[src/hw/rtl/lkv_pkg.sv]
// ============================================================================
// lkv_pkg
// Shared constants, payload structs and control types of the LRU key-value
// cache.
// ============================================================================
package lkv_pkg;

    localparam int ENTRIES    = 16;
    localparam int KEY_BITS   = 32;
    localparam int VALUE_BITS = 32;
    localparam int CAP_BITS   = 5;
    localparam int CAP_RESET  = 16;

    localparam int SLOT_BITS  = (ENTRIES > 1) ? $clog2(ENTRIES) : 1;
    localparam int COUNT_BITS = $clog2(ENTRIES + 1);
    localparam int CMP_BITS   = (COUNT_BITS > CAP_BITS) ? COUNT_BITS : CAP_BITS;
    localparam int ENTRY_BITS = KEY_BITS + VALUE_BITS;

    localparam logic KIND_GET = 1'b0;
    localparam logic KIND_PUT = 1'b1;

    typedef struct packed {
        logic                  kind;
        logic [KEY_BITS-1:0]   key;
        logic [VALUE_BITS-1:0] value;
    } req_t;

    typedef struct packed {
        logic                  found;
        logic [VALUE_BITS-1:0] read_value;
    } resp_t;

    typedef enum logic [1:0] {
        RCY_IDLE,
        RCY_TOUCH,
        RCY_INSERT
    } rcy_op_t;

    typedef struct packed {
        rcy_op_t              op;
        logic [SLOT_BITS-1:0] slot;
    } rcy_cmd_t;

    typedef struct packed {
        logic [ENTRIES-1:0]   valid;
        logic [SLOT_BITS-1:0] ins_slot;
        logic                 ins_ok;
    } rcy_stat_t;

    typedef enum logic [1:0] {
        ST_IDLE,
        ST_SCAN,
        ST_UPDATE,
        ST_DONE
    } state_t;

endpackage

[src/hw/rtl/lru_key_value_cache.sv]
// ============================================================================
// lru_key_value_cache
// Fully associative key-value store with least-recently-used replacement.
//
//   channel   | ports                    | direction | payload
//   ----------+--------------------------+-----------+------------------------
//   request   | s_valid s_ready s_req    | in        | kind, key, value
//   response  | m_valid m_ready m_resp   | out       | found, read_value
//   config    | cfg_we cfg_wdata         | in        | capacity
//
// One transaction scans every slot: the key scan
// reads the entry RAM through its single read port, one slot per cycle.
// Valid bits and count reset at once; ranks and the entry RAM are never cleared.
// A new request is taken while a finished response waits on m_ready; a
// stalled response holds the block in its final state until it is taken.
// ============================================================================
module lru_key_value_cache (
    input  logic                         aclk,
    input  logic                         aresetn,
    input  logic                         s_valid,
    output logic                         s_ready,
    input  lkv_pkg::req_t                s_req,
    output logic                         m_valid,
    input  logic                         m_ready,
    output lkv_pkg::resp_t               m_resp,
    input  logic                         cfg_we,
    input  logic [lkv_pkg::CAP_BITS-1:0] cfg_wdata
);

    lkv_pkg::state_t                state_reg, state_next;
    lkv_pkg::req_t                  req_reg;
    logic [lkv_pkg::COUNT_BITS-1:0] scan_addr_reg;
    logic                           rd_pend_reg;
    logic [lkv_pkg::SLOT_BITS-1:0]  rd_slot_reg;
    logic                           hit_reg;
    logic [lkv_pkg::SLOT_BITS-1:0]  hit_slot_reg;
    logic [lkv_pkg::VALUE_BITS-1:0] hit_value_reg;
    logic                           m_valid_reg;
    lkv_pkg::resp_t                 m_resp_reg;
    logic [lkv_pkg::CAP_BITS-1:0]   cap_reg;

    logic                           accept;
    logic                           out_load;
    logic                           ram_re, ram_we;
    logic [lkv_pkg::SLOT_BITS-1:0]  ram_raddr, ram_waddr;
    logic [lkv_pkg::ENTRY_BITS-1:0] ram_wdata, ram_rdata;
    logic [lkv_pkg::KEY_BITS-1:0]   rd_key;
    logic [lkv_pkg::VALUE_BITS-1:0] rd_value;
    lkv_pkg::rcy_cmd_t              rcy_cmd;
    lkv_pkg::rcy_stat_t             rcy_stat;

    lkv_ram #(
        .WIDTH (lkv_pkg::ENTRY_BITS),
        .DEPTH (lkv_pkg::ENTRIES)
    ) u_entry_ram (
        .aclk  (aclk),
        .we    (ram_we),
        .waddr (ram_waddr),
        .wdata (ram_wdata),
        .re    (ram_re),
        .raddr (ram_raddr),
        .rdata (ram_rdata)
    );

    lkv_recency u_recency (
        .aclk     (aclk),
        .aresetn  (aresetn),
        .cmd      (rcy_cmd),
        .capacity (cap_reg),
        .stat     (rcy_stat)
    );

    assign s_ready   = (state_reg == lkv_pkg::ST_IDLE);
    assign accept    = s_valid && s_ready;
    assign m_valid   = m_valid_reg;
    assign m_resp    = m_resp_reg;
    assign ram_raddr = scan_addr_reg[lkv_pkg::SLOT_BITS-1:0];
    assign rd_key    = ram_rdata[lkv_pkg::ENTRY_BITS-1 -: lkv_pkg::KEY_BITS];
    assign rd_value  = ram_rdata[lkv_pkg::VALUE_BITS-1:0];

    always_ff @(posedge aclk) begin
        if (!aresetn) begin
            state_reg <= lkv_pkg::ST_IDLE;
        end else begin
            state_reg <= state_next;
        end
    end

    always_comb begin
        state_next  = state_reg;
        ram_re      = 1'b0;
        ram_we      = 1'b0;
        ram_waddr   = hit_slot_reg;
        ram_wdata   = {req_reg.key, req_reg.value};
        rcy_cmd.op  = lkv_pkg::RCY_IDLE;
        rcy_cmd.slot = hit_slot_reg;
        out_load    = 1'b0;
        case (state_reg)
            lkv_pkg::ST_IDLE: begin
                if (s_valid) begin
                    state_next = lkv_pkg::ST_SCAN;
                end
            end
            lkv_pkg::ST_SCAN: begin
                ram_re = (scan_addr_reg != lkv_pkg::COUNT_BITS'(lkv_pkg::ENTRIES));
                if (!ram_re && rd_pend_reg) begin
                    state_next = lkv_pkg::ST_UPDATE;
                end
            end
            lkv_pkg::ST_UPDATE: begin
                if (hit_reg) begin
                    rcy_cmd.op = lkv_pkg::RCY_TOUCH;
                    ram_we     = (req_reg.kind == lkv_pkg::KIND_PUT);
                end else if (req_reg.kind == lkv_pkg::KIND_PUT) begin
                    rcy_cmd.op = lkv_pkg::RCY_INSERT;
                    ram_waddr  = rcy_stat.ins_slot;
                    ram_we     = rcy_stat.ins_ok;
                end
                state_next = lkv_pkg::ST_DONE;
            end
            lkv_pkg::ST_DONE: begin
                if (!m_valid_reg || m_ready) begin
                    out_load   = 1'b1;
                    state_next = lkv_pkg::ST_IDLE;
                end
            end
            default: begin
                state_next = lkv_pkg::ST_IDLE;
            end
        endcase
    end

    always_ff @(posedge aclk) begin
        if (!aresetn) begin
            rd_pend_reg <= 1'b0;
            hit_reg     <= 1'b0;
            m_valid_reg <= 1'b0;
            cap_reg     <= lkv_pkg::CAP_BITS'(lkv_pkg::CAP_RESET);
        end else begin
            if (cfg_we) begin
                cap_reg <= cfg_wdata;
            end
            if (accept) begin
                rd_pend_reg <= 1'b0;
                hit_reg     <= 1'b0;
            end else if (state_reg == lkv_pkg::ST_SCAN) begin
                rd_pend_reg <= ram_re;
                if (rd_pend_reg && !hit_reg && rcy_stat.valid[rd_slot_reg] &&
                    rd_key == req_reg.key) begin
                    hit_reg <= 1'b1;
                end
            end
            if (out_load) begin
                m_valid_reg <= 1'b1;
            end else if (m_ready) begin
                m_valid_reg <= 1'b0;
            end
        end
    end

    always_ff @(posedge aclk) begin
        if (accept) begin
            req_reg       <= s_req;
            scan_addr_reg <= '0;
        end else if (ram_re) begin
            scan_addr_reg <= scan_addr_reg + 1'b1;
        end
        if (ram_re) begin
            rd_slot_reg <= ram_raddr;
        end
        if (state_reg == lkv_pkg::ST_SCAN && rd_pend_reg && !hit_reg &&
            rcy_stat.valid[rd_slot_reg] && rd_key == req_reg.key) begin
            hit_slot_reg  <= rd_slot_reg;
            hit_value_reg <= rd_value;
        end
        if (out_load) begin
            m_resp_reg.found      <= hit_reg;
            m_resp_reg.read_value <= (hit_reg && req_reg.kind == lkv_pkg::KIND_GET) ?
                                     hit_value_reg : '0;
        end
    end

`ifndef SYNTHESIS
    a_resp_from_done: assert property (@(posedge aclk) disable iff (!aresetn)
        $rose(m_valid_reg) |-> $past(state_reg == lkv_pkg::ST_DONE))
        else $error("response raised outside the final state");

    a_hit_slot_valid: assert property (@(posedge aclk) disable iff (!aresetn)
        (state_reg == lkv_pkg::ST_UPDATE && hit_reg) |-> rcy_stat.valid[hit_slot_reg])
        else $error("hit recorded on an invalid slot");

    a_insert_has_slot: assert property (@(posedge aclk) disable iff (!aresetn)
        (state_reg == lkv_pkg::ST_UPDATE && !hit_reg &&
         req_reg.kind == lkv_pkg::KIND_PUT) |-> rcy_stat.ins_ok)
        else $error("no free slot for a new key");

    a_scan_drains: assert property (@(posedge aclk) disable iff (!aresetn)
        (state_reg == lkv_pkg::ST_UPDATE) |-> $past(rd_pend_reg && !ram_re))
        else $error("update entered before the last slot was compared");
`endif

endmodule

[src/hw/rtl/lkv_ram.sv]
// ============================================================================
// lkv_ram
// Generic single-write, single-read synchronous RAM with registered read.
// ============================================================================
module lkv_ram #(
    parameter int WIDTH = 8,
    parameter int DEPTH = 16
) (
    input  logic                                      aclk,
    input  logic                                      we,
    input  logic [((DEPTH > 1) ? $clog2(DEPTH) : 1)-1:0] waddr,
    input  logic [WIDTH-1:0]                          wdata,
    input  logic                                      re,
    input  logic [((DEPTH > 1) ? $clog2(DEPTH) : 1)-1:0] raddr,
    output logic [WIDTH-1:0]                          rdata
);

    logic [WIDTH-1:0] mem [DEPTH];

    always_ff @(posedge aclk) begin
        if (we) begin
            mem[waddr] <= wdata;
        end
        if (re) begin
            rdata <= mem[raddr];
        end
    end

endmodule

[src/hw/rtl/lkv_recency.sv]
// ============================================================================
// lkv_recency
// Per-slot valid bits, recency ranks and entry count. Applies a touch or an
// insert (with eviction against capacity) across all slots in one registered update.
// ============================================================================
module lkv_recency (
    input  logic                          aclk,
    input  logic                          aresetn,
    input  lkv_pkg::rcy_cmd_t             cmd,
    input  logic [lkv_pkg::CAP_BITS-1:0]  capacity,
    output lkv_pkg::rcy_stat_t            stat
);

    logic [lkv_pkg::ENTRIES-1:0]    valid_reg, valid_next;
    logic [lkv_pkg::SLOT_BITS-1:0]  rank_reg  [lkv_pkg::ENTRIES];
    logic [lkv_pkg::SLOT_BITS-1:0]  rank_next [lkv_pkg::ENTRIES];
    logic [lkv_pkg::COUNT_BITS-1:0] count_reg, count_next;

    logic [lkv_pkg::SLOT_BITS-1:0]  hit_rank;
    logic [lkv_pkg::ENTRIES-1:0]    valid_a, valid_b;
    logic [lkv_pkg::SLOT_BITS-1:0]  rank_b [lkv_pkg::ENTRIES];
    logic [lkv_pkg::COUNT_BITS-1:0] cnt_a, cnt_b, cnt_c;
    logic                           pre_drop, post_drop;
    logic                           ins_ok;
    logic [lkv_pkg::SLOT_BITS-1:0]  ins_slot;

    always_ff @(posedge aclk) begin
        if (!aresetn) begin
            valid_reg <= '0;
            count_reg <= '0;
        end else begin
            valid_reg <= valid_next;
            count_reg <= count_next;
        end
    end

    always_ff @(posedge aclk) begin
        for (int i = 0; i < lkv_pkg::ENTRIES; i++) begin
            rank_reg[i] <= rank_next[i];
        end
    end

    always_comb begin
        hit_rank = rank_reg[cmd.slot];

        // evict least recent first when the store is full
        valid_a  = valid_reg;
        cnt_a    = count_reg;
        pre_drop = 1'b0;
        if (count_reg >= lkv_pkg::COUNT_BITS'(lkv_pkg::ENTRIES)) begin
            for (int i = 0; i < lkv_pkg::ENTRIES; i++) begin
                if (!pre_drop && valid_reg[i] &&
                    rank_reg[i] == lkv_pkg::SLOT_BITS'(count_reg - 1'b1)) begin
                    valid_a[i] = 1'b0;
                    pre_drop   = 1'b1;
                end
            end
            if (pre_drop) begin
                cnt_a = count_reg - 1'b1;
            end
        end

        ins_ok   = 1'b0;
        ins_slot = '0;
        for (int i = 0; i < lkv_pkg::ENTRIES; i++) begin
            if (!ins_ok && !valid_a[i]) begin
                ins_ok   = 1'b1;
                ins_slot = lkv_pkg::SLOT_BITS'(i);
            end
        end

        valid_b = valid_a;
        cnt_b   = cnt_a + 1'b1;
        for (int i = 0; i < lkv_pkg::ENTRIES; i++) begin
            rank_b[i] = valid_a[i] ? rank_reg[i] + 1'b1 : rank_reg[i];
            if (lkv_pkg::SLOT_BITS'(i) == ins_slot) begin
                rank_b[i]  = '0;
                valid_b[i] = 1'b1;
            end
        end

        // over capacity after insert: drop the tail
        cnt_c     = cnt_b;
        post_drop = 1'b0;
        if (lkv_pkg::CMP_BITS'(cnt_b) > lkv_pkg::CMP_BITS'(capacity)) begin
            for (int i = 0; i < lkv_pkg::ENTRIES; i++) begin
                if (!post_drop && valid_b[i] &&
                    rank_b[i] == lkv_pkg::SLOT_BITS'(cnt_b - 1'b1)) begin
                    valid_b[i] = 1'b0;
                    post_drop  = 1'b1;
                end
            end
            if (post_drop) begin
                cnt_c = cnt_b - 1'b1;
            end
        end

        valid_next = valid_reg;
        count_next = count_reg;
        for (int i = 0; i < lkv_pkg::ENTRIES; i++) begin
            rank_next[i] = rank_reg[i];
        end

        case (cmd.op)
            lkv_pkg::RCY_TOUCH: begin
                for (int i = 0; i < lkv_pkg::ENTRIES; i++) begin
                    if (lkv_pkg::SLOT_BITS'(i) == cmd.slot) begin
                        rank_next[i] = '0;
                    end else if (valid_reg[i] && rank_reg[i] < hit_rank) begin
                        rank_next[i] = rank_reg[i] + 1'b1;
                    end
                end
            end
            lkv_pkg::RCY_INSERT: begin
                if (ins_ok) begin
                    valid_next = valid_b;
                    count_next = cnt_c;
                    for (int i = 0; i < lkv_pkg::ENTRIES; i++) begin
                        rank_next[i] = rank_b[i];
                    end
                end else begin
                    valid_next = valid_a;
                    count_next = cnt_a;
                end
            end
            default: begin
            end
        endcase
    end

    assign stat.valid    = valid_reg;
    assign stat.ins_slot = ins_slot;
    assign stat.ins_ok   = ins_ok;

`ifndef SYNTHESIS
    a_count_matches_valid: assert property (@(posedge aclk) disable iff (!aresetn)
        $countones(valid_reg) == int'(count_reg))
        else $error("entry count disagrees with valid bits");
`endif

endmodule
[config.mk]
export PLATFORM = sky130hd
export DESIGN_NAME = lru_key_value_cache
export DESIGN_NICKNAME = d
export VERILOG_FILES = /design/src/hw/rtl/lkv_pkg.sv /design/src/hw/rtl/lru_key_value_cache.sv /design/src/hw/rtl/lkv_ram.sv /design/src/hw/rtl/lkv_recency.sv
export SDC_FILE = /design/constraint.sdc
export NUM_CORES = 2
export LEC_CHECK = 0
export BUFFER_PORTS_ARGS = -buffer_cell sky130_fd_sc_hd__buf_4
export CAP_MARGIN = 10
export CORE_MARGIN = 2
export CORE_UTILIZATION = 50
export CTS_CLUSTER_SIZE = 16
export DETAILED_ROUTE_END_ITERATION = 8
export GPL_TIMING_DRIVEN = 1
export HOLD_SLACK_MARGIN = 0.05
export PLACE_DENSITY = 0.66
export SYNTH_ARGS = -nofsm -noshare
export SYNTH_HDL_FRONTEND = slang
export SYNTH_SLANG_ARGS = --single-unit
[constraint.sdc]
create_clock -name aclk -period 15.6 [get_ports aclk]
set_clock_uncertainty 0.15 [all_clocks]
set_input_delay 3.12 -clock aclk [delete_from_list [all_inputs] [get_ports aclk]]
set_output_delay 3.12 -clock aclk [all_outputs]
set_load 0.05 [all_outputs]
==> results.md <==
- Outcome: finished clean
- Num CTS Buffers: 140
- Final core utilization: 56.8%
- CP required: 16.10 ns
- Clk Latency, worst-skew pair: 0.77 ns
- Post-DP HPWL: 85.0 mm
- # port buffers: 109
- Max incr delay on CP: 0.88 ns
- DRT iter0 DRCs: 3701
- Final setup TNS: 0 ns
- Switching share of total power: 27.1%
- Fraction of registers with async set/reset: 0%
- Critical path arrival: 9.11 ns
- Width of the die: 345 µm
- CP max FO: 29
- P_sw: 2.59 mW
- Maxcap violations: 0
- Primary FF master, synth: edfxtp_1
- Cell-internal power: 6.99 mW
- Clock power frac: 34.0%
- Met1 usage: 34.7%
- PD cells: 147 nW/µm²
- Synth Area per Inst: 18.1 µm²
- Distinct cells, synth: 115
- Crit. End Element: flop
- Pin count of the biggest net entering global routing: 138
- Worst vdd ir: 230 µV
- Share of post-route cells with drive strength above 1: 23.6%
- Cells after synthesis: 3209
- # fillers: 8487
- Starting density of the core: 50.6%
- Yosys warns: 0
- Area delta synth->final: 12.4%
- Nets@finish: 3507
- Worst-case reg-to-reg path depth: 23
- Worst Hold Class: reg -> reg
- Max-slew violations: 0
- Post-CTS Setup Bufs: 0
- Global route overflow: 0
- Critical path class: reg -> reg
- Avg WL per Cell: 29.7 µm
- # rows: 124
- Tmin final: 8.60 ns
- Leakage power: 21.1 nW
- CTS tree: done
- Core box area: 115000 µm²
- Startpoint types: flop
- Die H: 345 µm
- Boundary pin count: 110
- Slew margin rel.: 12.3%
- Via-to-Cell Ratio: 6.33
- CTS sink count: 1330
- Initial antenna violation count: 3
- Final worst-path cycle share: 55.1%
- Met2 usage: 41.4%
- Comb power frac: 17.2%
- Clock transition at the registers of the reported paths: 0.06 ns
- Endpoints failing hold: 0
- Post-CTS Hold Buffers: 0
- Buffer depth of the longest clock path: 3
- Die Area: 119000 µm²
- Routed via count: 31500
- Max Freq: 116 MHz
- Worst Max-Slew Pin Slew: 1.31 ns
- Met3 Use GR: 4.17%
- Sequential area share after synthesis: 68.2%
- Drt first pass iters: 5
- Stages on the worst setup path: 23
- Crit-path leading delay family: simple AND/OR/NAND/NOR gates
- Slowest CP cell: and4b_1
- Root Driver: clkbuf_16
- Biggest register: u_entry_ram.mem
- Drt total wl: 148 mm
- # DRC: 0
- Global placer's final weighted congestion: 0.961
- Buffers & Inverters on Critical Path: 4
- Vias in the first global route: 32100
- Number of synthesized flops with an enable pin: 1290
- Antenna-violating nets left: 0
- Tot GR Track Use: 25.2%
- Hold Path Depth: 0
- Synthesized area: 58000 µm²
- Yosys reg bits: 1330
- Unrepaired setup endpoints after global routing: no
- GRT busiest layer: met2
- Number of flip-flops under the largest register name: 1024
- Post_cts resized: 0
- H-tree depth: 4
- First-pass GRT wire length: 217 mm
- Critical-path cell list: buf_4, inv_1, ha_1, xor2_1, and3_1, a32oi_2, and4b_1, a21oi_4, xnor2_4, inv_4, ha_1, buf_4, nand2b_1, and2_1, xnor2_2, xnor2_1, a31oi_1, a22oi_1, nor4b_4, a31oi_4, or3_1, a21oi_2, mux2i_1
- # setup viols final: 0
- Part of the power in registers: 48.9%
- Syn_nets: 3364
## placed cells by master (no fill, tap or decap), types with 10 or more instances in the layout
master and instances:
edfxtp_1 1290, mux4_2 343, buf_4 171, nand2_1 149, clkbuf_16 140, nor2_1 93
xnor2_1 88, o21ai_0 87, ha_1 79, nand3_1 72, a21oi_1 69, xor2_1 57
inv_1 48, and2_1 46, o21a_1 42, clkbuf_1 37, dfxtp_1 36, xnor3_1 34
mux2i_1 28, nand4_1 27, a31oi_1 27, clkinv_1 25, clkinv_2 25, nor3_1 24
nor2b_1 22, nand2b_1 20, nand3b_1 18, o31ai_1 18, nor2_4 17, o211ai_1 17
and3_1 14, o22ai_1 13, nor3b_1 12, nor4_1 12, or3_1 11, and4_1 10
or2_2 10, mux2_2 10
## logic make-up (layout without fill, tap and decap cells)
logic type	after synthesis	in the layout	synth area share, %
other cells	0	1	0
flops	1330	1330	68.2
mux	382	382	14.0
xor+xnor	186	186	3.73
simple gates	588	588	5.38
buf+inv	221	479	1.62
fa+ha+maj	80	80	1.73
compound gates	422	422	5.35
## power by group through the flow
stage          combinational (mW)  sequential (mW)  clock, mW
6_report                     1.64             4.68       3.25
3_3_place_gp                 1.63             4.73          0
3_5_place_dp                 1.65             4.76          0
2_1_floorplan                1.27             4.61          0
4_1_cts                      1.66             4.68       3.32
5_1_grt                      1.76             4.72       3.46
## worst paths after layout
kind                                          endpoint  slack (ns)                    from
worst min-delay path                 hit_value_reg[13]        0.26   u_entry_ram.rdata[13]
worst min register to register       hit_value_reg[13]        0.26   u_entry_ram.rdata[13]
worst max register to register  u_recency.count_reg[0]        7.00  u_recency.count_reg[0]
worst max-delay path            u_recency.count_reg[0]        7.00  u_recency.count_reg[0]
## per-stage QoR
step | hold slack [ns] | instances | power (mW) | setup slack (ns) | area, µm²
after CTS | 0.262 | 4979 | 9.66 | 7.11 | 65200
after floorplan | 0.250 | 3209 | 5.87 | 8.52 | 58000
after detailed placement | 0.255 | 4722 | 6.41 | 7.14 | 60600
after global routing | 0.272 | 4979 | 9.95 | 6.60 | 65200
after global placement | 0.252 | 4722 | 6.35 | 7.21 | 60600
final | 0.265 | 4980 | 9.58 | 7.00 | 65200
## routing by layer
layer	up-vias	share of wire (%)
met2	1413	50
met5	-	0
met3	271	6.9
li1	13300	-
met4	0	2.9
met1	16500	41
## final cells by class
cell class	instances	area, µm²	area share [%]
flip-flops and latches	1330	39600	60.7
clock inverters	79	873	1.34
well taps	1512	1890	2.90
repair buffers	173	1320	2.03
clock buffers	178	3660	5.61
inverters	49	186	0.286
multi-input cells	1658	17700	27.1
diodes	1	2.50	0.00384
## cells in the mapped netlist (8+ instances only)
cell      instances  share of area [%]
o22ai_1          13               0.14
buf_2            10              0.086
nand2b_1         20               0.22
buf_1            31               0.20
dfxtp_1          40                1.4
nor2_1          109               0.71
nand4_1          27               0.29
ha_1             80                1.7
a21boi_0          9               0.12
mux2i_1          28               0.48
or2_2            10               0.11
nand2_1         149               0.96
edfxtp_1       1290                 67
nor2b_1          24               0.26
mux4_2          343                 13
xnor3_1          34                1.3
clkbuf_1        114               0.74
o21a_1           42               0.54
nand3_1          72               0.62
inv_1            48               0.31
and3_1           14               0.15
buf_4             8               0.10
or3_1            11               0.12
nor3b_1          12               0.16
xnor2_1          89                1.3
nor3_1           25               0.22
nand3b_1         18               0.23
o211ai_1         17               0.22
o21ai_0          87               0.75
buf_6             9               0.17
mux2_2           10               0.19
xor2_1           57               0.86
nor4_1           12               0.13
a21oi_1          69               0.60
a211oi_1          9               0.12
a31oi_1          28               0.30
o21ai_1           9              0.078
o31ai_1          18               0.23
and4_1           10               0.15
and2_1           47               0.51
a22o_1            9               0.14
Note: power is estimated with default switching activity, not from simulation.
